===== src/rtl/aws_pkg.sv =====
// Shared types, constants and helpers for the accelerometer window statistics block.
// Used by every module under rtl except aws_ram; depends on nothing.
`default_nettype none
package aws_pkg;

  localparam int SHORT_LEN    = 20;
  localparam int LONG_LEN     = 100;
  localparam int HALF_SPAN    = 50;
  localparam int SAMPLE_WIDTH = 16;
  localparam int NUM_AXES     = 3;

  localparam int SPAN2    = 2 * HALF_SPAN;
  localparam int HMAX1    = (LONG_LEN > SPAN2) ? LONG_LEN : SPAN2;
  localparam int HIST_LEN = (HMAX1 > SHORT_LEN) ? HMAX1 : SHORT_LEN;

  localparam int PTR_W   = $clog2(HIST_LEN);
  localparam int COUNT_W = $clog2(HIST_LEN + 1);
  localparam int FLUSH_W = $clog2(HALF_SPAN);
  localparam int SSUM_W  = SAMPLE_WIDTH + $clog2(SHORT_LEN);
  localparam int LSUM_W  = SAMPLE_WIDTH + $clog2(LONG_LEN);
  localparam int DIV_W   = (LSUM_W > SSUM_W) ? LSUM_W : SSUM_W;

  localparam logic [1:0] OP_SAMPLE = 2'd0;
  localparam logic [1:0] OP_FLUSH  = 2'd1;
  localparam logic [1:0] OP_CLEAR  = 2'd2;

  localparam logic [1:0] REG_DEFAULT_X = 2'd0;
  localparam logic [1:0] REG_DEFAULT_Y = 2'd1;
  localparam logic [1:0] REG_DEFAULT_Z = 2'd2;

  localparam logic signed [SAMPLE_WIDTH-1:0] DEFAULT_X_RST = SAMPLE_WIDTH'(0);
  localparam logic signed [SAMPLE_WIDTH-1:0] DEFAULT_Y_RST = SAMPLE_WIDTH'(768);
  localparam logic signed [SAMPLE_WIDTH-1:0] DEFAULT_Z_RST = SAMPLE_WIDTH'(2355);

  typedef logic signed [SAMPLE_WIDTH-1:0] sample_t;

  typedef struct packed {
    logic [1:0] opcode;
    sample_t    accel_x;
    sample_t    accel_y;
    sample_t    accel_z;
    logic       missing_x;
    logic       missing_y;
    logic       missing_z;
  } in_item_t;

  typedef struct packed {
    logic [1:0] axis;
    sample_t    mean_short;
    sample_t    mean_long;
    logic       mean_valid;
    sample_t    window_min;
    sample_t    window_max;
    logic       window_valid;
    logic       last_of_run;
  } out_item_t;

  // what the delayed read data is used for
  typedef enum logic [1:0] {
    TAG_SHORT    = 2'd0,
    TAG_LONG     = 2'd1,
    TAG_MM_FIRST = 2'd2,
    TAG_MM       = 2'd3
  } rd_tag_t;

  typedef struct packed {
    logic               clear;
    logic               rd_en;
    logic [PTR_W-1:0]   rd_addr;
    rd_tag_t            rd_tag;
    logic               wr_en;
    logic [PTR_W-1:0]   wr_addr;
    logic               add_new;
    logic               div_start;
    logic [COUNT_W-1:0] short_n;
    logic [COUNT_W-1:0] long_n;
  } lane_ctrl_t;

  typedef struct packed {
    logic div_busy;
  } lane_stat_t;

  typedef struct packed {
    sample_t mean_short;
    sample_t mean_long;
    sample_t window_min;
    sample_t window_max;
  } lane_res_t;

  // ring pointer plus an offset below HIST_LEN, wrapped
  function automatic logic [PTR_W-1:0] ptr_add(input logic [PTR_W-1:0] p,
                                               input logic [PTR_W:0] k);
    logic [PTR_W+1:0] s;
    s = {2'b00, p} + {1'b0, k};
    if (s >= (PTR_W+2)'(HIST_LEN)) s = s - (PTR_W+2)'(HIST_LEN);
    return s[PTR_W-1:0];
  endfunction

  function automatic logic [PTR_W-1:0] ptr_dec(input logic [PTR_W-1:0] p);
    logic [PTR_W-1:0] r;
    if (p == '0) r = PTR_W'(HIST_LEN - 1);
    else r = p - PTR_W'(1);
    return r;
  endfunction

endpackage
`default_nettype wire


===== src/rtl/aws_merge.sv =====
// Result stage: holds the three lane results and sends them out x, y, z.
// Depends on aws_pkg.
`default_nettype none
module aws_merge (
  input  wire logic                clk,
  input  wire logic                rst,
  input  wire logic                load,
  input  wire logic                mean_valid,
  input  wire logic                window_valid,
  input  wire aws_pkg::lane_res_t  lane_res [aws_pkg::NUM_AXES],
  output logic                     busy,
  output logic                     out_valid,
  input  wire logic                out_ready,
  output aws_pkg::out_item_t       out_data
);
  import aws_pkg::*;

  lane_res_t  held [NUM_AXES];
  logic       mv;
  logic       wv;
  logic [1:0] axis;

  always_ff @(posedge clk) begin
    if (rst) begin
      out_valid <= 1'b0;
      axis      <= 2'd0;
    end else if (load) begin
      out_valid <= 1'b1;
      axis      <= 2'd0;
      mv        <= mean_valid;
      wv        <= window_valid;
      for (int a = 0; a < NUM_AXES; a++) begin
        held[a].mean_short <= mean_valid ? lane_res[a].mean_short : '0;
        held[a].mean_long  <= mean_valid ? lane_res[a].mean_long : '0;
        held[a].window_min <= window_valid ? lane_res[a].window_min : '0;
        held[a].window_max <= window_valid ? lane_res[a].window_max : '0;
      end
    end else if (out_valid && out_ready) begin
      if (axis == 2'(NUM_AXES - 1)) out_valid <= 1'b0;
      else axis <= axis + 2'd1;
    end
  end

  always_comb begin
    out_data.axis         = axis;
    out_data.mean_short   = held[axis].mean_short;
    out_data.mean_long    = held[axis].mean_long;
    out_data.mean_valid   = mv;
    out_data.window_min   = held[axis].window_min;
    out_data.window_max   = held[axis].window_max;
    out_data.window_valid = wv;
    out_data.last_of_run  = (axis == 2'(NUM_AXES - 1));
  end

  assign busy = out_valid;

endmodule
`default_nettype wire


===== config.mk =====
export PLATFORM = sky130hd
export DESIGN_NAME = aws_merge
export DESIGN_NICKNAME = d
export VERILOG_FILES = /design/src/rtl/aws_pkg.sv /design/src/rtl/aws_merge.sv
export SDC_FILE = /design/constraint.sdc
export NUM_CORES = 1
export LEC_CHECK = 0
export ABC_AREA = 0
export BUFFER_PORTS_ARGS = -buffer_cell sky130_fd_sc_hd__buf_2
export CELL_PAD_IN_SITES_DETAIL_PLACEMENT = 1
export CELL_PAD_IN_SITES_GLOBAL_PLACEMENT = 1
export CORE_ASPECT_RATIO = 2
export CORE_UTILIZATION = 42
export CTS_BUF_LIST = sky130_fd_sc_hd__clkbuf_8
export CTS_CLUSTER_DIAMETER = 50
export DETAILED_ROUTE_END_ITERATION = 12
export PLACE_DENSITY_LB_ADDON = 0.1
export SETUP_SLACK_MARGIN = 0.02
export SLEW_MARGIN = 10
export SYNTH_ARGS = -nofsm -noshare
export SYNTH_HDL_FRONTEND = slang
export SYNTH_SLANG_ARGS = --single-unit

===== constraint.sdc =====
create_clock -name clk -period 12 [get_ports clk]
set_input_delay 0.6 -clock clk [delete_from_list [all_inputs] [get_ports clk]]
set_output_delay 0.6 -clock clk [all_outputs]
set_load 0.01 [all_outputs]

==> impl_metrics.ini <==
[critical_path]
worstSetupStartpointType = register
cp.arrival_ns = 2.50
r2r_cells = 4
critPathKind = register to output port
r2r_start = axis[0]$_SDFFE_PP0P_
cp_max_fo = 36
r2r_slack_ns = 10.56
critPathRequiredTime_ns = 11.40
endpoint_kind = output port

[status]
status = finished, final reports clean

[logic_synthesis]
synthCells = 640
yosysMostFrequentCell = edfxtp_1
yosysTopAreaCell = edfxtp_1
synthTopCellsByCount = edfxtp_1 (194), and2_1 (192), mux2i_1 (64), nand2_1 (64), o21ai_1 (57)
synth_edf_count = 194
synth_nets = 839
async_flop_share_pct = 0
synth_top_area_share_pct = 66.8
ys_ff_latch = 199
synth.distinct_cells = 26
synth_area_leaders = edfxtp_1 (67%), and2_1 (14%), mux2i_1 (7.3%)
synth_flop_cell = edfxtp_1
synth_area_sq_um = 8720
yosys_warnings = 0
seq_area_frac_synth_pct = 67.9
syn_area_per_cell_sq_um = 13.6

[sta]
finalSetupTns_ns = 0
maxSlewViolCount = 0
slew_headroom_pct = 28.2
period_minus_slack_ns = 3.10
max_freq_mhz = 323
worstMarginPinSlew_ns = 1.08
fin_skew_ns = 0.00363
finalSetupViolCount = 0
rsz0062_at_grt = false
fin_crit_sh_pct = 25.8
hold_viol = 0

[power_and_ir_drop]
ir_drop_v = 0.000114
pwr_density_cell_nw_per_um2 = 133
power_mw = 1.41
leakagePower_nw = 3.84

[routing]
top_layer = met5
wire_per_inst_um = 17.4
met1Wirelength_mm = 7.15
drtAntennaViolNets = 0
drc = 0
via_per_inst = 4.83
drtIter0Drc = 209
route.vias.total = 5650
drt_first_pass_iters = 4
routed-wl-met2_mm = 11.8
routed_wl_mm = 20.4
dr_wl_met3_um = 969

[min_path]
holdCritPathClass = input pin to register
holdPathStages = 2
min_from = lane_res[190]
hold_path_end = held[0][62]$_SDFFCE_PN0P_

[floorplan]
rows = 74
start_util_pct = 42.8
die_area_sq_um = 21400
io_pins = 269
die_x_um = 104
core_area_sq_um = 20400
die_h_um = 206

[clocking]
htreeDepth = 4
clkTransAtPathRegs_ns = 0.10
post_cts_buffers = 0
post_cts_resized = 0
clock-sinks = 199
clk_latency_ns = 0.46
cts-buffers-inserted = 17
cts-root-buf = clkbuf_8
cts_buffer_depth = 2
ctsHoldBuffers = 0
cts_tree = yes

[global_route]
gr-usage-all-layers_pct = 19.4
first_global_vias = 6088
grt_max_degree = 103
grt_pass1_wl_mm = 30.9
grt_overflow = 0
antenna_found_initial = 5

[placement]
place_area_sq_um = 10200
io_buffers = 268
dpl.hpwl_mm = 14.5
place.gp.congestion = 0.778

[final_layout]
final_nets = 1087
final_util_pct = 51.9
drive_above_1_share_pct = 34.4
postLayoutCellArea_sq_um = 10600
area_delta_synth_final_pct = 21.3

[flow_run]
cap_violations = 0
-- cell usage in the layout (no fill, tap or decap), types with 2 or more instances in the layout --
master | synthesis | final
o21ai_1 | 57 | 57
nand2_1 | 64 | 64
o21ai_2 | 3 | 3
o21ai_0 | 4 | 4
inv_1 | 1 | 3
dfxtp_1 | 5 | 3
bufinv_16 | 0 | 3
diode_2 | 0 | 3
and2_1 | 192 | 192
clkbuf_8 | 0 | 17
clkinv_1 | 0 | 2
mux2_2 | 2 | 2
buf_4 | 4 | 7
edfxtp_1 | 194 | 194
clkinv_4 | 0 | 3
mux2i_1 | 64 | 64
dfxtp_4 | 0 | 2
buf_2 | 11 | 266
clkinv_2 | 0 | 3
-- power by group --
group | leakage, nW | switching (mW) | internal [mW]
Clock | 0.207 | 0.228 | 0.203
Sequential | 1.74 | 0.0147 | 0.813
Combinational | 1.90 | 0.0784 | 0.0696
-- cell type report --
type | instances | area [sq um]
antenna | 3 | 7.51
clock buffer | 17 | 234
clock inverter | 15 | 163
fill | 2233 | 9790
inverter | 1 | 3.75
multi-input combinational | 396 | 2520
sequential | 199 | 5930
tap | 266 | 333
timing repair buffer | 273 | 1380
-- worst max path at each step --
stage                           endpoint  slack [ns]  depth (start not counted)
6_report                    out_data[63]        8.90                          4
3_5_place_dp   held[1][41]$_SDFFCE_PN0P_        8.86                          4
4_1_cts                     out_data[63]        8.76                          4
3_3_place_gp   held[2][41]$_SDFFCE_PN0P_        9.00                          4
2_1_floorplan   held[0][0]$_SDFFCE_PN0P_        2.03                          1
5_1_grt                     out_data[63]        8.69                          3
-- logic make-up (layout without fill, tap and decap cells) --
group	Yosys count	in the layout	share of synthesized area, %
other	0	3	0
DFF	199	199	67.9
adders and majority gates	1	1	0.143
muxes	66	66	7.60
and+or+nand+nor	262	262	17.0
AOI/OAI and AO/OA	67	67	4.12
buffers and inverters	45	306	3.24
-- registers in the layout, summed over array words and instances, names as in the netlist, named ones only --
signal  cells
axis        2
busy        1
held      192
mv          1
wv          1
-- per-layer routing --
layer | track usage (%) | up-vias
met5 | 0 | -
met4 | 8.11 | 4
met3 | 5.07 | 30
met2 | 37.3 | 177
met1 | 19.3 | 2709
li1 | - | 2730
-- per-stage QoR --
stage / setup slack (ns) / instances / hold WS [ns]
2_1_floorplan: 2.03 / 640 / 0.578
3_3_place_gp: 9.00 / 1135 / 0.618
3_5_place_dp: 8.86 / 1135 / 0.615
4_1_cts: 8.76 / 1167 / 0.361
5_1_grt: 8.69 / 1170 / 0.364
6_report: 8.90 / 1170 / 0.406
-- worst max-delay path, stage by stage, from the launching register on --
cell     delay (ns)
dfxtp_4        0.72
buf_4          0.67
mux2i_1        0.14
o21ai_0        0.27
buf_2          0.20
No activity file was read; power rests on OpenSTA's default activity.
