==> src/rtl/aws_pkg.sv <==
// Shared types, constants and helpers for the accelerometer window statistics block.
// Used by every module under rtl except aws_ram; depends on nothing.
`default_nettype none
package aws_pkg;

  localparam int SHORT_LEN    = 20;
  localparam int LONG_LEN     = 100;
  localparam int HALF_SPAN    = 50;
  localparam int SAMPLE_WIDTH = 16;
  localparam int NUM_AXES     = 3;

  localparam int SPAN2    = 2 * HALF_SPAN;
  localparam int HMAX1    = (LONG_LEN > SPAN2) ? LONG_LEN : SPAN2;
  localparam int HIST_LEN = (HMAX1 > SHORT_LEN) ? HMAX1 : SHORT_LEN;

  localparam int PTR_W   = $clog2(HIST_LEN);
  localparam int COUNT_W = $clog2(HIST_LEN + 1);
  localparam int FLUSH_W = $clog2(HALF_SPAN);
  localparam int SSUM_W  = SAMPLE_WIDTH + $clog2(SHORT_LEN);
  localparam int LSUM_W  = SAMPLE_WIDTH + $clog2(LONG_LEN);
  localparam int DIV_W   = (LSUM_W > SSUM_W) ? LSUM_W : SSUM_W;

  localparam logic [1:0] OP_SAMPLE = 2'd0;
  localparam logic [1:0] OP_FLUSH  = 2'd1;
  localparam logic [1:0] OP_CLEAR  = 2'd2;

  localparam logic [1:0] REG_DEFAULT_X = 2'd0;
  localparam logic [1:0] REG_DEFAULT_Y = 2'd1;
  localparam logic [1:0] REG_DEFAULT_Z = 2'd2;

  localparam logic signed [SAMPLE_WIDTH-1:0] DEFAULT_X_RST = SAMPLE_WIDTH'(0);
  localparam logic signed [SAMPLE_WIDTH-1:0] DEFAULT_Y_RST = SAMPLE_WIDTH'(768);
  localparam logic signed [SAMPLE_WIDTH-1:0] DEFAULT_Z_RST = SAMPLE_WIDTH'(2355);

  typedef logic signed [SAMPLE_WIDTH-1:0] sample_t;

  typedef struct packed {
    logic [1:0] opcode;
    sample_t    accel_x;
    sample_t    accel_y;
    sample_t    accel_z;
    logic       missing_x;
    logic       missing_y;
    logic       missing_z;
  } in_item_t;

  typedef struct packed {
    logic [1:0] axis;
    sample_t    mean_short;
    sample_t    mean_long;
    logic       mean_valid;
    sample_t    window_min;
    sample_t    window_max;
    logic       window_valid;
    logic       last_of_run;
  } out_item_t;

  // what the delayed read data is used for
  typedef enum logic [1:0] {
    TAG_SHORT    = 2'd0,
    TAG_LONG     = 2'd1,
    TAG_MM_FIRST = 2'd2,
    TAG_MM       = 2'd3
  } rd_tag_t;

  typedef struct packed {
    logic               clear;
    logic               rd_en;
    logic [PTR_W-1:0]   rd_addr;
    rd_tag_t            rd_tag;
    logic               wr_en;
    logic [PTR_W-1:0]   wr_addr;
    logic               add_new;
    logic               div_start;
    logic [COUNT_W-1:0] short_n;
    logic [COUNT_W-1:0] long_n;
  } lane_ctrl_t;

  typedef struct packed {
    logic div_busy;
  } lane_stat_t;

  typedef struct packed {
    sample_t mean_short;
    sample_t mean_long;
    sample_t window_min;
    sample_t window_max;
  } lane_res_t;

  // ring pointer plus an offset below HIST_LEN, wrapped
  function automatic logic [PTR_W-1:0] ptr_add(input logic [PTR_W-1:0] p,
                                               input logic [PTR_W:0] k);
    logic [PTR_W+1:0] s;
    s = {2'b00, p} + {1'b0, k};
    if (s >= (PTR_W+2)'(HIST_LEN)) s = s - (PTR_W+2)'(HIST_LEN);
    return s[PTR_W-1:0];
  endfunction

  function automatic logic [PTR_W-1:0] ptr_dec(input logic [PTR_W-1:0] p);
    logic [PTR_W-1:0] r;
    if (p == '0) r = PTR_W'(HIST_LEN - 1);
    else r = p - PTR_W'(1);
    return r;
  endfunction

endpackage
`default_nettype wire

==> src/rtl/aws_ram.sv <==
// Generic single-write, single-read RAM with registered read data.
// Standalone; no package use.
`default_nettype none
module aws_ram #(
  parameter int WIDTH = 16,
  parameter int DEPTH = 100
) (
  input  wire logic                     clk,
  input  wire logic                     wr_en,
  input  wire logic [$clog2(DEPTH)-1:0] wr_addr,
  input  wire logic [WIDTH-1:0]         wr_data,
  input  wire logic                     rd_en,
  input  wire logic [$clog2(DEPTH)-1:0] rd_addr,
  output logic      [WIDTH-1:0]         rd_data
);

  logic [WIDTH-1:0] mem [DEPTH];

  always_ff @(posedge clk) begin
    if (wr_en) mem[wr_addr] <= wr_data;
    if (rd_en) rd_data <= mem[rd_addr];
  end

endmodule
`default_nettype wire

==> src/rtl/aws_div.sv <==
// Radix-2 restoring divider, signed sum by unsigned count, truncating toward zero.
// Depends on aws_pkg.
`default_nettype none
module aws_div (
  input  wire logic                             clk,
  input  wire logic                             rst,
  input  wire logic                             start,
  input  wire logic signed [aws_pkg::DIV_W-1:0] dividend,
  input  wire logic [aws_pkg::COUNT_W-1:0]      divisor,
  output logic                                  busy,
  output aws_pkg::sample_t                      quotient
);
  import aws_pkg::*;

  localparam int ITER_W = $clog2(DIV_W + 1);

  logic [ITER_W-1:0]  iter;
  logic [DIV_W-1:0]   quo;
  logic [COUNT_W-1:0] rem;
  logic [COUNT_W-1:0] dsr;
  logic               neg;

  logic [COUNT_W:0]   rem_sh;
  logic               fits;
  logic [DIV_W-1:0]   mag;
  logic [DIV_W-1:0]   signed_q;

  always_comb begin
    rem_sh   = {rem, quo[DIV_W-1]};
    fits     = (rem_sh >= {1'b0, dsr});
    mag      = dividend[DIV_W-1] ? (~dividend + DIV_W'(1)) : dividend;
    signed_q = neg ? (~quo + DIV_W'(1)) : quo;
    quotient = signed_q[SAMPLE_WIDTH-1:0];
  end

  always_ff @(posedge clk) begin
    if (rst) begin
      busy <= 1'b0;
      iter <= '0;
    end else if (start) begin
      busy <= 1'b1;
      iter <= ITER_W'(DIV_W);
      quo  <= mag;
      rem  <= '0;
      dsr  <= divisor;
      neg  <= dividend[DIV_W-1];
    end else if (busy) begin
      quo  <= {quo[DIV_W-2:0], fits};
      rem  <= fits ? COUNT_W'(rem_sh - {1'b0, dsr}) : rem_sh[COUNT_W-1:0];
      iter <= iter - ITER_W'(1);
      if (iter == ITER_W'(1)) busy <= 1'b0;
    end
  end

endmodule
`default_nettype wire

==> src/rtl/aws_lane.sv <==
// One axis lane: sample ring, running sums, min/max walk and two mean dividers.
// Depends on aws_pkg, aws_ram and aws_div.
`default_nettype none
module aws_lane (
  input  wire logic                clk,
  input  wire logic                rst,
  input  wire aws_pkg::lane_ctrl_t ctrl,
  input  wire aws_pkg::sample_t    sample,
  output aws_pkg::lane_stat_t      stat,
  output aws_pkg::lane_res_t       res
);
  import aws_pkg::*;

  logic [SAMPLE_WIDTH-1:0]   rd_raw;
  sample_t                   rdata;
  logic                      rd_vld;
  rd_tag_t                   tag_d;
  logic signed [SSUM_W-1:0]  short_sum;
  logic signed [LSUM_W-1:0]  long_sum;
  sample_t                   lo;
  sample_t                   hi;
  logic                      busy_s;
  logic                      busy_l;

  aws_ram #(.WIDTH(SAMPLE_WIDTH), .DEPTH(HIST_LEN)) u_ring (
    .clk     (clk),
    .wr_en   (ctrl.wr_en),
    .wr_addr (ctrl.wr_addr),
    .wr_data (sample),
    .rd_en   (ctrl.rd_en),
    .rd_addr (ctrl.rd_addr),
    .rd_data (rd_raw)
  );

  assign rdata = rd_raw;

  always_ff @(posedge clk) begin
    if (rst || ctrl.clear) begin
      rd_vld    <= 1'b0;
      short_sum <= '0;
      long_sum  <= '0;
    end else begin
      rd_vld <= ctrl.rd_en;
      tag_d  <= ctrl.rd_tag;
      // expiring entries come back in the cycle after their read
      short_sum <= short_sum
                 + (ctrl.add_new ? SSUM_W'(sample) : '0)
                 - ((rd_vld && tag_d == TAG_SHORT) ? SSUM_W'(rdata) : '0);
      long_sum  <= long_sum
                 + (ctrl.add_new ? LSUM_W'(sample) : '0)
                 - ((rd_vld && tag_d == TAG_LONG) ? LSUM_W'(rdata) : '0);
      if (rd_vld && tag_d == TAG_MM_FIRST) begin
        lo <= rdata;
        hi <= rdata;
      end else if (rd_vld && tag_d == TAG_MM) begin
        if (rdata < lo) lo <= rdata;
        if (rdata > hi) hi <= rdata;
      end
    end
  end

  aws_div u_div_short (
    .clk      (clk),
    .rst      (rst),
    .start    (ctrl.div_start),
    .dividend (DIV_W'(short_sum)),
    .divisor  (ctrl.short_n),
    .busy     (busy_s),
    .quotient (res.mean_short)
  );

  aws_div u_div_long (
    .clk      (clk),
    .rst      (rst),
    .start    (ctrl.div_start),
    .dividend (DIV_W'(long_sum)),
    .divisor  (ctrl.long_n),
    .busy     (busy_l),
    .quotient (res.mean_long)
  );

  assign res.window_min = lo;
  assign res.window_max = hi;
  assign stat.div_busy  = busy_s | busy_l;

endmodule
`default_nettype wire

==> config.mk <==
export PLATFORM = sky130hd
export DESIGN_NAME = aws_lane
export DESIGN_NICKNAME = d
export VERILOG_FILES = /design/src/rtl/aws_pkg.sv /design/src/rtl/aws_ram.sv /design/src/rtl/aws_div.sv /design/src/rtl/aws_lane.sv
export SDC_FILE = /design/constraint.sdc
export NUM_CORES = 2
export LEC_CHECK = 0
export BUFFER_PORTS_ARGS = -buffer_cell sky130_fd_sc_hd__buf_2
export CORE_ASPECT_RATIO = 1.1
export CORE_UTILIZATION = 43
export DETAILED_ROUTE_END_ITERATION = 8
export MAX_ROUTING_LAYER = met4
export PLACE_DENSITY_LB_ADDON = 0.25
export SYNTH_ARGS = -nofsm -noshare
export SYNTH_HDL_FRONTEND = slang
export SYNTH_SLANG_ARGS = --single-unit
export TNS_END_PERCENT = 100
==> constraint.sdc <==
create_clock -name clk -period 10.8 [get_ports clk]
set_clock_uncertainty 0.15 [all_clocks]
set_input_delay 0 -clock clk [delete_from_list [all_inputs] [get_ports clk]]
set_output_delay 0 -clock clk [all_outputs]
set_load 0.005 [all_outputs]
==> metrics.cfg <==
[outcome]
status = finished with violations
violations = design-rule violations

[final_layout]
area_delta_synth_final_pct = 14.5
layout_commonest_cell = edfxtp_1
mostFrequentLayoutCells = 1726 x edfxtp_1, 421 x mux4_2, 215 x nor2_1
nNetsFinal = 4525
final_util = 0.496
fillerInstances = 13833
drive_above_1_share = 0.225

[yosys]
synth_edf_count = 1726
yosys_warnings = 0
synthMuxAreaShare = 0.142
yosysUniqueCellTypes = 70
synth_seq_area_share = 0.718
synthXorXnorAreaFrac = 0.0132
synth_top_family_by_area = multiplexers
synth.avg_cell_area_um2 = 18.5
synth_flop_cell = edfxtp_1
synthAdderAreaFrac = 0.0284
async_reset_ff_frac = 0
synthCells = 3984
synthSimpleGateAreaFrac = 0.0371
netlist_area_um2 = 73800
synth-compound-area-share = 0.0412
ys_seq_elements = 1783
postSynthNetCount = 4178

[global_route]
grt_first_pass_wirelength_um = 277000
antenna_found_initial = 8
grt_pass1_vias = 39229
gr-total-overflow = 0
track_usage = 0.230
grt_start_max_net_pins = 112

[routing]
wl_per_cell_um = 28.5
wirelength_um = 192000
wl_met2_um = 96400
vias_per_cell = 5.74
drc = 44
drt-pass1-iter-count = 7
routed-wl-met3_um = 13200
wl_met1_um = 77400
ant_nets = 0
drt_iter0_drc = 4150
maxUsedRoutingLayer = met4
num_vias = 38663

[die]
core_region_area_um2 = 170000
rows = 159
dieWidth_um = 397
io-pin-count = 118
dieHeight_um = 437
dieArea_um2 = 173000
initial_utilization = 0.433

[timing]
setup_violations = 0
period_needed_ns = 4.32
slew_violations = 0
rsz0062_at_grt = false
timing.fmax_mhz = 231
finalCritPeriodShare = 0.400
tightest_slew_ns = 1.21
relSlewSlack = 0.189
fin_tns_setup_ns = 0
hold_viol_final = 0

[worst_hold_path]
worstHoldStart = sample[7]
hp-class = in2reg
whs_endpoint = u_ring.mem[56][7]
hold_depth = 2

[cts]
cts_buffers = 180
ctsRootBufferMaster = clkbuf_16
post_cts_buffers = 0
cts_tree = done
htreeDepth = 4
ctsLongestPathBuffers = 3
insertion_delay_ns = 0.82
cts.sinks = 1783
clk_pin_slew_ns = 0.06

[worst_setup_path]
crit_arrival_ns = 4.86
crit_fanout = 16
r2r-start = tag_d[1]
critPathKind = reg2reg
reg2reg_to = short_sum[20]
end_kind = flip-flop
r2r_cells = 15
cp-start-kind = flip-flop
worstPathRequired_ns = 11.34
reg2reg_slack_ns = 6.48

[pwr]
power_w = 0.0164
p_leak_nw = 28.0
p_per_area_nw_per_um2 = 194
ir_worst_vdd_mv = 0.208

[run]
drv_cap = 0

[placed_design]
routabilityCongestion = 0.872
io_buffers = 117
hpwlAfterDp_um = 117000

flip-flops by register name (all words and copies together), names as in the netlist, 2 cells and up:
name,count
tag_d,2
u_div_short.quo,23
u_div_long.rem,7
u_div_short.iter,5
long_sum,23
u_div_long.iter,5
lo,16
u_ring.rd_data,16
u_ring.mem,1600
u_div_short.dsr,7
hi,16
u_div_long.dsr,7
u_div_long.quo,23
u_div_short.rem,7
short_sum,21
worst max path at each step:
stage          startpoint                  to  slack [ns]
2_1_floorplan    tag_d[0]       short_sum[20]        7.19
3_3_place_gp     ctrl[26]  u_ring.rd_data[15]        5.89
3_5_place_dp     ctrl[26]  u_ring.rd_data[15]        5.89
4_1_cts          tag_d[1]       short_sum[20]        6.50
5_1_grt          tag_d[0]        long_sum[22]        6.26
6_report         tag_d[1]       short_sum[20]        6.48
stage by stage:
step,hold slack (ns),setup WS [ns],instances,area [um^2]
floorplan,-0.0511,7.19,3984,73800
global placement,0.0286,5.89,6324,77800
detailed placement,0.0291,5.89,6324,77800
finish,0.0553,6.48,6741,84500
global route,0.0187,6.26,6736,84500
CTS,0.00659,6.50,6734,84500
Yosys cell counts, types with 28 or more instances:
cell type / count / area (um^2)
edfxtp_1: 1726 / 51800
mux4_2: 421 / 9480
nor2_1: 237 / 890
inv_1: 192 / 721
a21oi_1: 125 / 626
nand2_1: 121 / 454
ha_1: 97 / 1210
clkbuf_1: 96 / 360
o21ai_0: 96 / 480
xnor2_1: 85 / 744
mux2i_1: 84 / 841
dfxtp_1: 57 / 1140
buf_2: 56 / 280
a22oi_1: 45 / 338
fa_1: 44 / 881
and2_1: 43 / 269
nor3_1: 40 / 200
o22ai_1: 32 / 200
a21o_1: 31 / 233
nand3_1: 29 / 145
nor2b_1: 28 / 175
report_power, final:
group / internal [W] / switching [W]
sequential: 0.00774 / 0.000133
combinational: 0.000938 / 0.00132
clock: 0.00360 / 0.00265
area by class of cell:
cell class              instances  area (um^2)  area share
diodes                          7         17.5    0.000207
clock buffers                 219         4750      0.0562
clock inverters               112         1190      0.0141
inverters                     192          721     0.00853
multi-input cells            1827        19400       0.230
flip-flops and latches       1783        53000       0.627
well taps                    2254         2820      0.0334
repair buffers                347         2620      0.0310
repair_timing:
item / CTS / global route
resized for setup: 0 / 0
endpoints found under the setup margin: 0 / 0
hold buffers: 79 / 0
hold endpoints to repair: 1981 / 0
logic make-up after synthesis:
group           Yosys count
simple gates            586
flops                  1783
mux                     517
compound gates          472
buf+inv                 374
fa+ha+maj               141
xor+xnor                111
layer usage:
layer / GRT usage / vias up
met5: - / -
met4: 0.0663 / 0
met3: 0.0376 / 254
met2: 0.375 / 1427
met1: 0.297 / 20360
li1: - / 16622
worst max-delay path: stages (launching register included):
cell and delay [ns]:
edfxtp_1 0.42, nor3b_1 0.27, buf_4 0.26, and2_1 0.15, ha_1 0.22, inv_1 0.06, ha_1 0.18, inv_1 0.07
fa_1 0.43, nor2b_1 0.21, o31a_1 0.23, o311ai_1 0.19, a211oi_1 0.58, a21boi_0 0.31, o2111ai_1 0.23, a21bo_2 0.23
No activity file was read; power rests on OpenSTA's default activity.
